--- src/hdl/ftsa_pkg.sv ---
// Shared types and constants for the frequency track slot allocator.
// No dependencies; imported by every module of the block.
package ftsa_pkg;

    localparam int TRACK_COUNT = 4;
    localparam int TRACK_IDX_W = (TRACK_COUNT > 1) ? $clog2(TRACK_COUNT) : 1;

    localparam int SLOT_W   = 3;
    localparam int CENTRE_W = 28;
    localparam int SEQ_W    = 32;
    localparam int WINDOW_W = 27;
    localparam int EXPIRY_W = 31;

    localparam int IN_TDATA_W  = 64;
    localparam int OUT_TDATA_W = 8;
    localparam int PADDR_W     = 3;
    localparam int PDATA_W     = 32;

    localparam logic [WINDOW_W-1:0] WINDOW_RESET = 27'd5000000;
    localparam logic [EXPIRY_W-1:0] EXPIRY_RESET = 31'd16;

    // Register indexes (paddr[2])
    localparam logic REG_MATCH_WINDOW = 1'b0;
    localparam logic REG_EXPIRY       = 1'b1;

    typedef logic [SLOT_W-1:0]          slot_t;
    typedef logic signed [CENTRE_W-1:0] centre_t;
    typedef logic [SEQ_W-1:0]           seq_t;
    typedef logic [CENTRE_W-1:0]        dist_t;
    typedef logic [TRACK_IDX_W-1:0]     track_idx_t;
    typedef logic [TRACK_COUNT-1:0]     track_mask_t;

    // Decision handed from the selector to the track table
    typedef struct packed {
        track_idx_t  sel;
        track_mask_t expired;
        logic        restart;
    } ftsa_upd_t;

endpackage

--- src/hdl/ftsa_cfg.sv ---
// APB-style configuration registers: match window and expiry limit.
// Depends on ftsa_pkg.
module ftsa_cfg import ftsa_pkg::*; (
    input  logic                  aclk,
    input  logic                  aresetn,
    input  logic                  psel,
    input  logic                  penable,
    input  logic                  pwrite,
    input  logic [PADDR_W-1:0]    paddr,
    input  logic [PDATA_W-1:0]    pwdata,
    output logic [PDATA_W-1:0]    prdata,
    output logic                  pready,
    output logic [WINDOW_W-1:0]   match_window,
    output logic [EXPIRY_W-1:0]   expiry_tiles
);

    logic [WINDOW_W-1:0] window_reg;
    logic [EXPIRY_W-1:0] expiry_reg;
    logic                wr_en;

    assign pready = 1'b1;
    assign wr_en  = psel && penable && pwrite && pready;

    always_ff @(posedge aclk) begin
        if (!aresetn) begin
            window_reg <= WINDOW_RESET;
            expiry_reg <= EXPIRY_RESET;
        end else if (wr_en) begin
            unique case (paddr[2])
                REG_MATCH_WINDOW: window_reg <= pwdata[WINDOW_W-1:0];
                REG_EXPIRY:       expiry_reg <= pwdata[EXPIRY_W-1:0];
                default: ;
            endcase
        end
    end

    always_comb begin
        unique case (paddr[2])
            REG_MATCH_WINDOW: prdata = {{(PDATA_W-WINDOW_W){1'b0}}, window_reg};
            REG_EXPIRY:       prdata = {{(PDATA_W-EXPIRY_W){1'b0}}, expiry_reg};
            default:          prdata = '0;
        endcase
    end

    assign match_window = window_reg;
    assign expiry_tiles = expiry_reg;

endmodule

--- src/hdl/ftsa_select.sv ---
// Combinational track choice: expiry, nearest match, free track, oldest track.
// Depends on ftsa_pkg.
module ftsa_select import ftsa_pkg::*; (
    input  track_mask_t         track_active,
    input  slot_t               track_slot   [TRACK_COUNT],
    input  centre_t             track_centre [TRACK_COUNT],
    input  seq_t                track_seen   [TRACK_COUNT],
    input  slot_t               slot,
    input  centre_t             centre,
    input  seq_t                seq,
    input  logic [WINDOW_W-1:0] match_window,
    input  logic [EXPIRY_W-1:0] expiry_tiles,
    output ftsa_upd_t           upd
);

    seq_t                    age     [TRACK_COUNT];
    dist_t                   dist_hz [TRACK_COUNT];
    logic [TRACK_COUNT-1:0]  age_ok;
    logic [TRACK_COUNT-1:0]  live;
    logic [TRACK_COUNT-1:0]  near;
    track_mask_t             expired;

    // Per-track age, distance and status, all in parallel
    always_comb begin
        logic signed [CENTRE_W:0] diff;
        for (int i = 0; i < TRACK_COUNT; i++) begin
            age[i]     = seq - track_seen[i];
            age_ok[i]  = !age[i][SEQ_W-1];
            expired[i] = track_active[i] && age_ok[i] &&
                         (age[i] > {1'b0, expiry_tiles});
            live[i]    = track_active[i] && !expired[i];
            diff       = {track_centre[i][CENTRE_W-1], track_centre[i]} -
                         {centre[CENTRE_W-1], centre};
            dist_hz[i] = diff[CENTRE_W] ? CENTRE_W'(-diff) : diff[CENTRE_W-1:0];
            near[i]    = live[i] && (track_slot[i] == slot) &&
                         (dist_hz[i] <= {1'b0, match_window});
        end
    end

    always_comb begin
        logic       found;
        dist_t      best_dist;
        seq_t       oldest;
        track_idx_t sel;
        found     = 1'b0;
        best_dist = '0;
        oldest    = '0;
        sel       = '0;
        // nearest match, lower index wins on a tie
        for (int i = 0; i < TRACK_COUNT; i++) begin
            if (near[i] && (!found || dist_hz[i] < best_dist)) begin
                found     = 1'b1;
                best_dist = dist_hz[i];
                sel       = TRACK_IDX_W'(i);
            end
        end
        // first free track
        for (int i = 0; i < TRACK_COUNT; i++) begin
            if (!found && !live[i]) begin
                found = 1'b1;
                sel   = TRACK_IDX_W'(i);
            end
        end
        // oldest valid age, later index wins on a tie
        if (!found) begin
            for (int i = 0; i < TRACK_COUNT; i++) begin
                if (age_ok[i] && age[i] >= oldest) begin
                    oldest = age[i];
                    sel    = TRACK_IDX_W'(i);
                end
            end
        end
        upd.sel     = sel;
        upd.expired = expired;
        upd.restart = !near[sel];
    end

endmodule

--- src/hdl/ftsa_track_table.sv ---
// Track state registers, expiry clearing and overwrite of the chosen track.
// Depends on ftsa_pkg.
module ftsa_track_table import ftsa_pkg::*; (
    input  logic        aclk,
    input  logic        aresetn,
    input  logic        upd_en,
    input  ftsa_upd_t   upd,
    input  slot_t       slot,
    input  centre_t     centre,
    input  seq_t        seq,
    output track_mask_t track_active,
    output slot_t       track_slot   [TRACK_COUNT],
    output centre_t     track_centre [TRACK_COUNT],
    output seq_t        track_seen   [TRACK_COUNT]
);

    track_mask_t active_reg;
    track_mask_t active_next;
    slot_t       slot_reg   [TRACK_COUNT];
    centre_t     centre_reg [TRACK_COUNT];
    seq_t        seen_reg   [TRACK_COUNT];

    always_comb begin
        active_next = active_reg;
        if (upd_en) begin
            active_next          = active_reg & ~upd.expired;
            active_next[upd.sel] = 1'b1;
        end
    end

    always_ff @(posedge aclk) begin
        if (!aresetn) begin
            active_reg <= '0;
            for (int i = 0; i < TRACK_COUNT; i++) begin
                slot_reg[i]   <= '0;
                centre_reg[i] <= '0;
                seen_reg[i]   <= '0;
            end
        end else begin
            active_reg <= active_next;
            if (upd_en) begin
                slot_reg[upd.sel]   <= slot;
                centre_reg[upd.sel] <= centre;
                seen_reg[upd.sel]   <= seq;
            end
        end
    end

    assign track_active = active_reg;
    assign track_slot   = slot_reg;
    assign track_centre = centre_reg;
    assign track_seen   = seen_reg;

    // only active tracks can expire
    a_expire_active: assert property (@(posedge aclk) disable iff (!aresetn)
        upd_en |-> (upd.expired & ~active_reg) == '0)
        else $error("expired mask names an inactive track");

    // joining without restart needs a live track
    a_join_live: assert property (@(posedge aclk) disable iff (!aresetn)
        (upd_en && !upd.restart) |-> (active_reg[upd.sel] && !upd.expired[upd.sel]))
        else $error("join without restart on a dead track");

    a_chosen_active: assert property (@(posedge aclk) disable iff (!aresetn)
        upd_en |=> active_reg[$past(upd.sel)])
        else $error("chosen track not active after update");

endmodule

--- src/hdl/frequency_track_slot_allocator_unit.sv ---
// Registered path: input register, then result register; a held result keeps the item in the input register.
// One item per cycle while m_tready does not hold the result; the track table updates on the edge that loads it.
// Stalls only when the result register is held by m_tready low.
// Reset (aresetn, synchronous, active low): all tracks inactive and zero,
// match window 5000000 Hz, expiry limit 16 tiles, both item registers empty.
module frequency_track_slot_allocator_unit import ftsa_pkg::*; (
    input  logic                   aclk,
    input  logic                   aresetn,
    input  logic                   s_tvalid,
    output logic                   s_tready,
    // [2:0] capture_slot, [30:3] centre_offset_hz, [62:31] sequence_number, [63] zero
    input  logic [IN_TDATA_W-1:0]  s_tdata,
    output logic                   m_tvalid,
    input  logic                   m_tready,
    // [1:0] chosen_track, [2] state_restart, [6:3] expired_mask, [7] zero
    output logic [OUT_TDATA_W-1:0] m_tdata,
    input  logic                   psel,
    input  logic                   penable,
    input  logic                   pwrite,
    input  logic [PADDR_W-1:0]     paddr,
    input  logic [PDATA_W-1:0]     pwdata,
    output logic [PDATA_W-1:0]     prdata,
    output logic                   pready
);

    logic                in_valid_reg;
    slot_t               slot_reg;
    centre_t             centre_reg;
    seq_t                seq_reg;
    logic                out_valid_reg;
    logic [1:0]          chosen_reg;
    logic                restart_reg;
    logic [3:0]          expired_reg;
    logic                advance;
    logic [WINDOW_W-1:0] match_window;
    logic [EXPIRY_W-1:0] expiry_tiles;
    track_mask_t         track_active;
    slot_t               track_slot   [TRACK_COUNT];
    centre_t             track_centre [TRACK_COUNT];
    seq_t                track_seen   [TRACK_COUNT];
    ftsa_upd_t           upd;
    logic [31:0]         sel_wide;
    logic [31:0]         expired_wide;

    assign advance  = in_valid_reg && (!out_valid_reg || m_tready);
    assign s_tready = !in_valid_reg || advance;

    ftsa_cfg u_cfg (
        .aclk         (aclk),
        .aresetn      (aresetn),
        .psel         (psel),
        .penable      (penable),
        .pwrite       (pwrite),
        .paddr        (paddr),
        .pwdata       (pwdata),
        .prdata       (prdata),
        .pready       (pready),
        .match_window (match_window),
        .expiry_tiles (expiry_tiles)
    );

    ftsa_select u_select (
        .track_active (track_active),
        .track_slot   (track_slot),
        .track_centre (track_centre),
        .track_seen   (track_seen),
        .slot         (slot_reg),
        .centre       (centre_reg),
        .seq          (seq_reg),
        .match_window (match_window),
        .expiry_tiles (expiry_tiles),
        .upd          (upd)
    );

    ftsa_track_table u_table (
        .aclk         (aclk),
        .aresetn      (aresetn),
        .upd_en       (advance),
        .upd          (upd),
        .slot         (slot_reg),
        .centre       (centre_reg),
        .seq          (seq_reg),
        .track_active (track_active),
        .track_slot   (track_slot),
        .track_centre (track_centre),
        .track_seen   (track_seen)
    );

    assign sel_wide     = 32'(upd.sel);
    assign expired_wide = 32'(upd.expired);

    always_ff @(posedge aclk) begin
        if (!aresetn) begin
            in_valid_reg  <= 1'b0;
            out_valid_reg <= 1'b0;
        end else begin
            if (s_tvalid && s_tready) begin
                in_valid_reg <= 1'b1;
            end else if (advance) begin
                in_valid_reg <= 1'b0;
            end
            if (advance) begin
                out_valid_reg <= 1'b1;
            end else if (m_tready) begin
                out_valid_reg <= 1'b0;
            end
        end
    end

    // payload registers
    always_ff @(posedge aclk) begin
        if (s_tvalid && s_tready) begin
            slot_reg   <= s_tdata[2:0];
            centre_reg <= s_tdata[30:3];
            seq_reg    <= s_tdata[62:31];
        end
        if (advance) begin
            chosen_reg  <= sel_wide[1:0];
            restart_reg <= upd.restart;
            expired_reg <= expired_wide[3:0];
        end
    end

    assign m_tvalid = out_valid_reg;
    assign m_tdata  = {1'b0, expired_reg, restart_reg, chosen_reg};

    a_out_from_in: assert property (@(posedge aclk) disable iff (!aresetn)
        $rose(out_valid_reg) |-> $past(in_valid_reg))
        else $error("result appeared without a held item");

    a_advance_fills: assert property (@(posedge aclk) disable iff (!aresetn)
        advance |=> out_valid_reg)
        else $error("processed item lost");

    a_stall_cause: assert property (@(posedge aclk) disable iff (!aresetn)
        !s_tready |-> (in_valid_reg && out_valid_reg && !m_tready))
        else $error("input stalled without a full pipeline");

endmodule

--- config.mk ---
export PLATFORM = sky130hd
export DESIGN_NAME = frequency_track_slot_allocator_unit
export DESIGN_NICKNAME = d
export VERILOG_FILES = /design/src/hdl/ftsa_pkg.sv /design/src/hdl/ftsa_cfg.sv /design/src/hdl/ftsa_select.sv /design/src/hdl/ftsa_track_table.sv /design/src/hdl/frequency_track_slot_allocator_unit.sv
export SDC_FILE = /design/constraint.sdc
export NUM_CORES = 2
export LEC_CHECK = 0
export BUFFER_PORTS_ARGS = -buffer_cell sky130_fd_sc_hd__buf_4
export CAP_MARGIN = 20
export CORE_UTILIZATION = 48
export CTS_BUF_LIST = sky130_fd_sc_hd__clkbuf_4
export CTS_CLUSTER_DIAMETER = 60
export DETAILED_ROUTE_END_ITERATION = 16
export PLACE_DENSITY = 0.73
export SLEW_MARGIN = 20
export SYNTH_ARGS = -nofsm -noshare
export SYNTH_HDL_FRONTEND = slang
export SYNTH_HIERARCHICAL = 1
export SYNTH_SLANG_ARGS = --single-unit
--- constraint.sdc ---
create_clock -name aclk -period 14.3 [get_ports aclk]
set_input_delay 1.43 -clock aclk [delete_from_list [all_inputs] [get_ports aclk]]
set_output_delay 1.43 -clock aclk [all_outputs]
set_load 0.01 [all_outputs]
# Word-level counts from Yosys, hierarchy flattened

Cells that the tools add are included.

$add $sub $neg: 12
$lt $le $gt $ge: 19
Equal/unequal tests: 4
Muxes and demuxes: 51
Bitwise gates (word level): 5
Reductions and logical operators: 68

Operators by type and width:

| kind                                                                   | number |
|---|---|
| 28-bit 2-to-1 mux                                                      | 8 |
| 32-bit 2-to-1 mux                                                      | 7 |
| 128-bit bitwise mux                                                    | 1 |
| 32-bit by 31-bit greater-than comparator with 1-bit output             | 4 |
| 32-bit subtractor                                                      | 4 |
| 28-bit by 28-bit subtractor with 29-bit output                         | 4 |
| 112-bit bitwise mux                                                    | 1 |
| 28-bit by 27-bit less-or-equal comparator with 1-bit output            | 4 |
| 28-bit negation                                                        | 4 |
| 32-bit >= comparator                                                   | 3 |
| 28-bit less-than comparator                                            | 3 |
| 32-bit demux with 2-bit select                                         | 1 |
| 32-bit case mux with 2 select lines                                    | 1 |
| 28-bit demux with 2-bit select                                         | 1 |
| 1-bit logical AND                                                      | 37 |
| 32-bit by 1-bit >= comparator with 1-bit output, second input constant | 1 |
| 1-bit logical NOT                                                      | 22 |
| 2-bit 2-to-1 mux                                                       | 11 |
| 1-bit 2-to-1 mux                                                       | 15 |
| 12-bit bitwise mux                                                     | 1 |
| 3-bit equality test                                                    | 4 |
| 3-bit demux with 2-bit select                                          | 1 |
| 1-bit logical OR                                                       | 5 |
| 4-bit bitwise AND                                                      | 1 |
| other kinds (13)                                                       | 15 |

Bits in registers: 386
Input port bits: 106
Output and inout port bits: 43
Word-level logic and storage cells: 182

# Depth between registers and ports, before layout

Word-level depth: 52
Depth in mapped cells: 84
Gate-level depth less buffers: 77

# By module

The synthesis kept the hierarchy.

Modules (own cells, without submodules):

| module                              | times used | cells an instance | area an instance (µm²) | sequential area each (µm²) |
|---|---|---|---|---|
| ftsa_select                         | 1          | 3674              | 26090.0                | 0.0 |
| ftsa_track_table                    | 1          | 898               | 9400.3                 | 5124.9 |
| ftsa_cfg                            | 1          | 273               | 2678.8                 | 1161.1 |
| frequency_track_slot_allocator_unit | 1          | 82                | 2224.6                 | 2142.1 |

# Least setup slack after synthesis

No wires, ideal clock.

Kind: register -> register
Start point: register centre_reg[9]
End point: register u_table.centre_reg (netlist bit u_table/track_centre[28])
Library setup time: 0.072 ns
Data arrival time: 14.002 ns
Data required time: 14.228 ns
Slack: 0.226 ns
Cell stages (with the launch flop): 78
Buffers on the path: 9
Clock period less this slack: 14.074 ns
Cell sequence: edfxtp_1 -> inv_1 -> ha_1 -> clkbuf_1 -> a211oi_1 -> o21ai_0 -> and2_1 -> a221oi_1 -> a21oi_1 -> o21ai_1 -> o21ai_0 -> a21o_1 -> a2111oi_0 -> a21oi_1 -> clkbuf_1 -> a21oi_1 -> xnor2_1 -> ha_1 -> [... 42 more ...] -> a21o_1 -> a21oi_1 -> nor2b_1 -> o21ai_0 -> nand2b_1 -> a21oi_1 -> nor2b_1 -> o21ai_0 -> a31oi_1 -> nor3_1 -> o21ai_0 -> a21bo_2 -> a31oi_1 -> a21oi_1 -> nand3b_1 -> buf_4 -> buf_4 -> mux2i_1

RTL lines:

| what                          | RTL line                                   | text |
|---|---|---|
| start, declared               | frequency_track_slot_allocator_unit.sv:28  | `centre_t centre_reg;` |
| start signal, assigned        | frequency_track_slot_allocator_unit.sv:114 | `centre_reg <= s_tdata[30:3];` |
| end signal, assigned by index | ftsa_track_table.sv:43                     | `centre_reg[upd.sel] <= centre;` |
| end, declared                 | ftsa_track_table.sv:20                     | `centre_t centre_reg [TRACK_COUNT];` |

==> results.txt <==
----------------------------------------------------
[CTS]
  Clock buffer count from CTS ... 111
  TritonCTS clock tree ... built
  Clock H-tree levels ... 3
  Number of buffers inserted for hold repair after clock tree synthesis ... 0
  Maximum clock path buffer count ... 3
  Clock Root Buffer ... sky130_fd_sc_hd__clkbuf_4
  Clock transition at the register clock pins on the worst setup and hold paths after CTS ... 0.07 ns
  Clock latency on the worst-skew pair ... 1.00 ns
  Sinks on Clock Net ... 386

[Placement]
  Number of I/O port buffers ... 141
  Placed Instances ... 6221
  Weighted congestion reported at the end of routability-driven placement ... 1.01
  HPWL Detailed ... 108 mm
  Area after detailed placement ... 43800 sq um

[Floorplanning]
  Initial standard-cell utilization of the core ... 0.484
  Die outline area ... 85300 sq um
  Die W ... 292 microns
  # IOs ... 149
  Cell Rows ... 106
  Area of the core region ... 83400 sq um
  Vertical extent of the die ... 292 microns

[Synthesis]
  Number of synthesized register bits ... 386
  Fraction of synthesized cell area taken by the top area cell type ... 0.201
  Count of synthesis-stage warnings from yosys ... 6
  Syn Inst Count ... 4927
  Number of different library cells in the post-synthesis netlist ... 91
  Synth Cell Area ... 40400 sq um
  Area contributors post-synth ... sky130_fd_sc_hd__ha_1, sky130_fd_sc_hd__dfxtp_1, sky130_fd_sc_hd__mux2i_1, sky130_fd_sc_hd__nand2_1, sky130_fd_sc_hd__edfxtp_1
  Synth Flop Type ... sky130_fd_sc_hd__dfxtp_1
  Post-synthesis average cell area ... 8.20 sq um
  Most area-hungry cell type in the Yosys netlist ... sky130_fd_sc_hd__ha_1
  Sequential fraction of the synthesis area ... 0.209
  EDFF count, synth ... 70
  Share of flip-flops with an asynchronous set or reset after synthesis ... 0

[Critical path]
  Slack of the worst reg-to-reg path ... 0.51 ns
  Element type at the critical path start ... flip-flop
  Worst reg-to-reg path cell count ... 72
  Required time at the worst-slack endpoint ... 15.09 ns
  Type of element capturing the critical path ... flip-flop
  Number of buffers and inverters on the critical path ... 6
  Startpoint of the worst register-to-register path ... centre_reg[0]$_DFFE_PP_
  Family with the most delay on the worst path ... compound AO/OA/AOI/OAI gates
  Worst setup path startpoint ... centre_reg[0]$_DFFE_PP_
  Maximum cell stage delay along the critical path ... 0.49 ns
  Largest fanout of any net on the critical path ... 16
  Terminus of the critical flop-to-flop path ... u_table/track_seen[27]$_SDFFE_PN0P_
  Most used cell, CP ... sky130_fd_sc_hd__a21o_1
  Classification of the worst setup path ... flip-flop to flip-flop
  Arrival time of data at the critical path endpoint ... 14.59 ns
  Worst-path cell with the longest stage delay ... sky130_fd_sc_hd__o31ai_4

[Detailed routing]
  Violation count after the first detailed-route iteration ... 3102
  Via count ... 38400
  Post-detailed-route count of antenna-violating nets ... 0
  DR DRC count ... 0
  Routed wire length ... 134 mm
  Detailed-router iteration count before antenna repair ... 5
  Average wire per cell in the routed design ... 20.8 microns
  Via density per instance ... 5.96

[Power]
  Power after layout ... 4.04 mW
  Fraction of power consumed by combinational cells ... 0.439
  Clock share of power ... 0.271
  Switching Fraction ... 0.396
  Max IR drop VDD ... 0.0569 mV
  Pint ... 2.44 mW
  Sequential group share of total power ... 0.289
  Power Density ... 87.8 nW/um^2
  Leakage Power ... 21.1 nW
  Sw Pwr ... 1.60 mW

[STA]
  FMAX ... 0.0725 GHz
  Final Hold Fails ... 0
  Minimum period implied by the final worst setup slack ... 13.79 ns
  Final period util ... 0.965
  Setup Skew ... 0.0906 ns
  Number of max-slew violations in the final report ... 0
  Transition time at the pin with the least slew margin ... 1.05 ns
  Slew margin rel. ... 0.294
  Number of setup violations in the final report ... 0

[Finish]
  Area delta synth->final ... 14.0%
  Sequential Area ... 8430 sq um
  Final design instance area without fill ... 46000 sq um
  Count of placed standard cells in the final layout, fillers left out ... 6454
  Number of nets in the layout ... 6042
  Proportion of layout cells with a drive suffix above 1 ... 0.134
  Fillers ... 7743
  Max reg flops ... 128
  Multi-input gate area in the final layout ... 30200 sq um

[Global routing]
  Initial antenna violation count ... 5
  Via count of the first global-routing pass ... 35800
  Total grt overflow ... 0
  First-pass GRT wire length ... 200 mm
  Pin count of the biggest net entering global routing ... 147
  Total track usage ... 0.299

[Worst hold path]
  Worst hold path depth ... 2
  Hold Path Class ... flip-flop to flip-flop
  Hold path startpoint ... u_table/track_seen[119]$_SDFFE_PN0P_
  Worst Hold Endpoint ... u_table/track_seen[119]$_SDFFE_PN0P_

[Job]
  Number of max-cap violations ... 0

[Run status]
  Result of the run ... completed

----------------------------------------------------
==> final cells by class <==
| type | instances | share of cell area |
|---|---|---|
| clock buffers | 165 | 0.0269 |
| diodes | 2 | 0.000109 |
| repair buffers | 387 | 0.0716 |
| inverters | 324 | 0.0265 |
| clock inverters | 40 | 0.00560 |
| multi-input cells | 4070 | 0.657 |
| well taps | 1080 | 0.0294 |
| flip-flops and latches | 386 | 0.183 |
==> worst max path at each step <==
stage | end | slack [ns] | depth (start not counted)
2_1_floorplan | u_table/track_centre[28]$_SDFFE_PN0P_ | 0.23 | 77
3_3_place_gp | u_table/track_centre[67]$_SDFFE_PN0P_ | -0.08 | 73
3_5_place_dp | u_table/track_seen[90]$_SDFFE_PN0P_ | -0.20 | 73
4_1_cts | u_table/track_centre[58]$_SDFFE_PN0P_ | 0.02 | 75
5_1_grt | u_table/track_centre[57]$_SDFFE_PN0P_ | -0.05 | 77
6_report | u_table/track_seen[27]$_SDFFE_PN0P_ | 0.51 | 72
==> cells by family after synthesis <==
kind of cell               count (synthesis)  share of synthesized area
and+or+nand+nor                         1528                      0.181
AOI/OAI and AO/OA                       1218                      0.198
adders and majority gates                656                      0.205
buffers and inverters                    475                     0.0523
DFF                                      386                      0.209
muxes                                    374                     0.0939
xor gates and xnor gates                 286                     0.0620
other                                      4                   0.000372
==> cell usage after synthesis, drive strengths merged (70+ instances only) <==
cell type	instances
a21o	198
a21oi	321
clkbuf	85
xnor2	206
dfxtp	316
mux2i	335
inv	324
edfxtp	70
nand2	644
xor2	80
nand4	88
o21ai	252
nor2	256
o21a	78
nand2b	75
ha	648
nand3	72
nor2b	93
nor3	84
==> worst min-delay path, delay by kind of cell (launching register included) <==
family | cells | cell delay [ns]
and+or+nand+nor | 1 | 0.05
DFF | 1 | 0.31
muxes | 1 | 0.05
==> cells in the final DEF, fill, tap and decap left out, types with 81 or more instances in the layout <==
cell type                    n
sky130_fd_sc_hd__nand2_1   644
sky130_fd_sc_hd__inv_1     322
sky130_fd_sc_hd__mux2i_1   335
sky130_fd_sc_hd__o21ai_0   233
sky130_fd_sc_hd__ha_1      646
sky130_fd_sc_hd__buf_4     350
sky130_fd_sc_hd__clkbuf_4  165
sky130_fd_sc_hd__nor2_1    256
sky130_fd_sc_hd__dfxtp_1   316
sky130_fd_sc_hd__xnor2_1   201
sky130_fd_sc_hd__nand4_1    88
sky130_fd_sc_hd__a21oi_1   303
sky130_fd_sc_hd__nor3_1     81
sky130_fd_sc_hd__a21o_1    197
sky130_fd_sc_hd__nor2b_1    90
==> per-stage QoR <==
stage               setup TNS, ns  utilization  hold slack [ns]  setup slack (ns)
finish                          0        0.552            0.458             0.506
detailed placement         -26.60        0.525            0.449            -0.198
CTS                             0        0.543            0.458            0.0243
floorplan                       0            -            0.435             0.226
global route                -1.19        0.552            0.472           -0.0535
global placement            -4.27        0.525            0.444           -0.0810
==> repair_timing <==
action / in CTS / in global routing
setup endpoints to repair: 248 / 258
pin swaps: 1 / 28
resized for setup: 4 / 93
setup buffers: 0 / 17
gates cloned: 0 / 9
==> per-layer routing <==
layer / global-route usage / wire [microns] / up-vias
met5: 0 / 27 / -
met4: 0.0901 / 3830 / 4
met3: 0.0532 / 12400 / 224
met2: 0.456 / 57000 / 1503
met1: 0.426 / 61100 / 18100
li1: - / - / 18600
==> power groups by stage <==
| stage | logic [mW] | clock network, mW | registers [mW] |
|---|---|---|---|
| 2_1_floorplan | 1.14 | 0 | 1.18 |
| 3_3_place_gp | 1.65 | 0 | 1.19 |
| 3_5_place_dp | 1.68 | 0 | 1.19 |
| 4_1_cts | 1.70 | 1.13 | 1.17 |
| 5_1_grt | 1.94 | 1.19 | 1.17 |
| 6_report | 1.78 | 1.10 | 1.17 |
No activity file was read; power rests on OpenSTA's default activity.
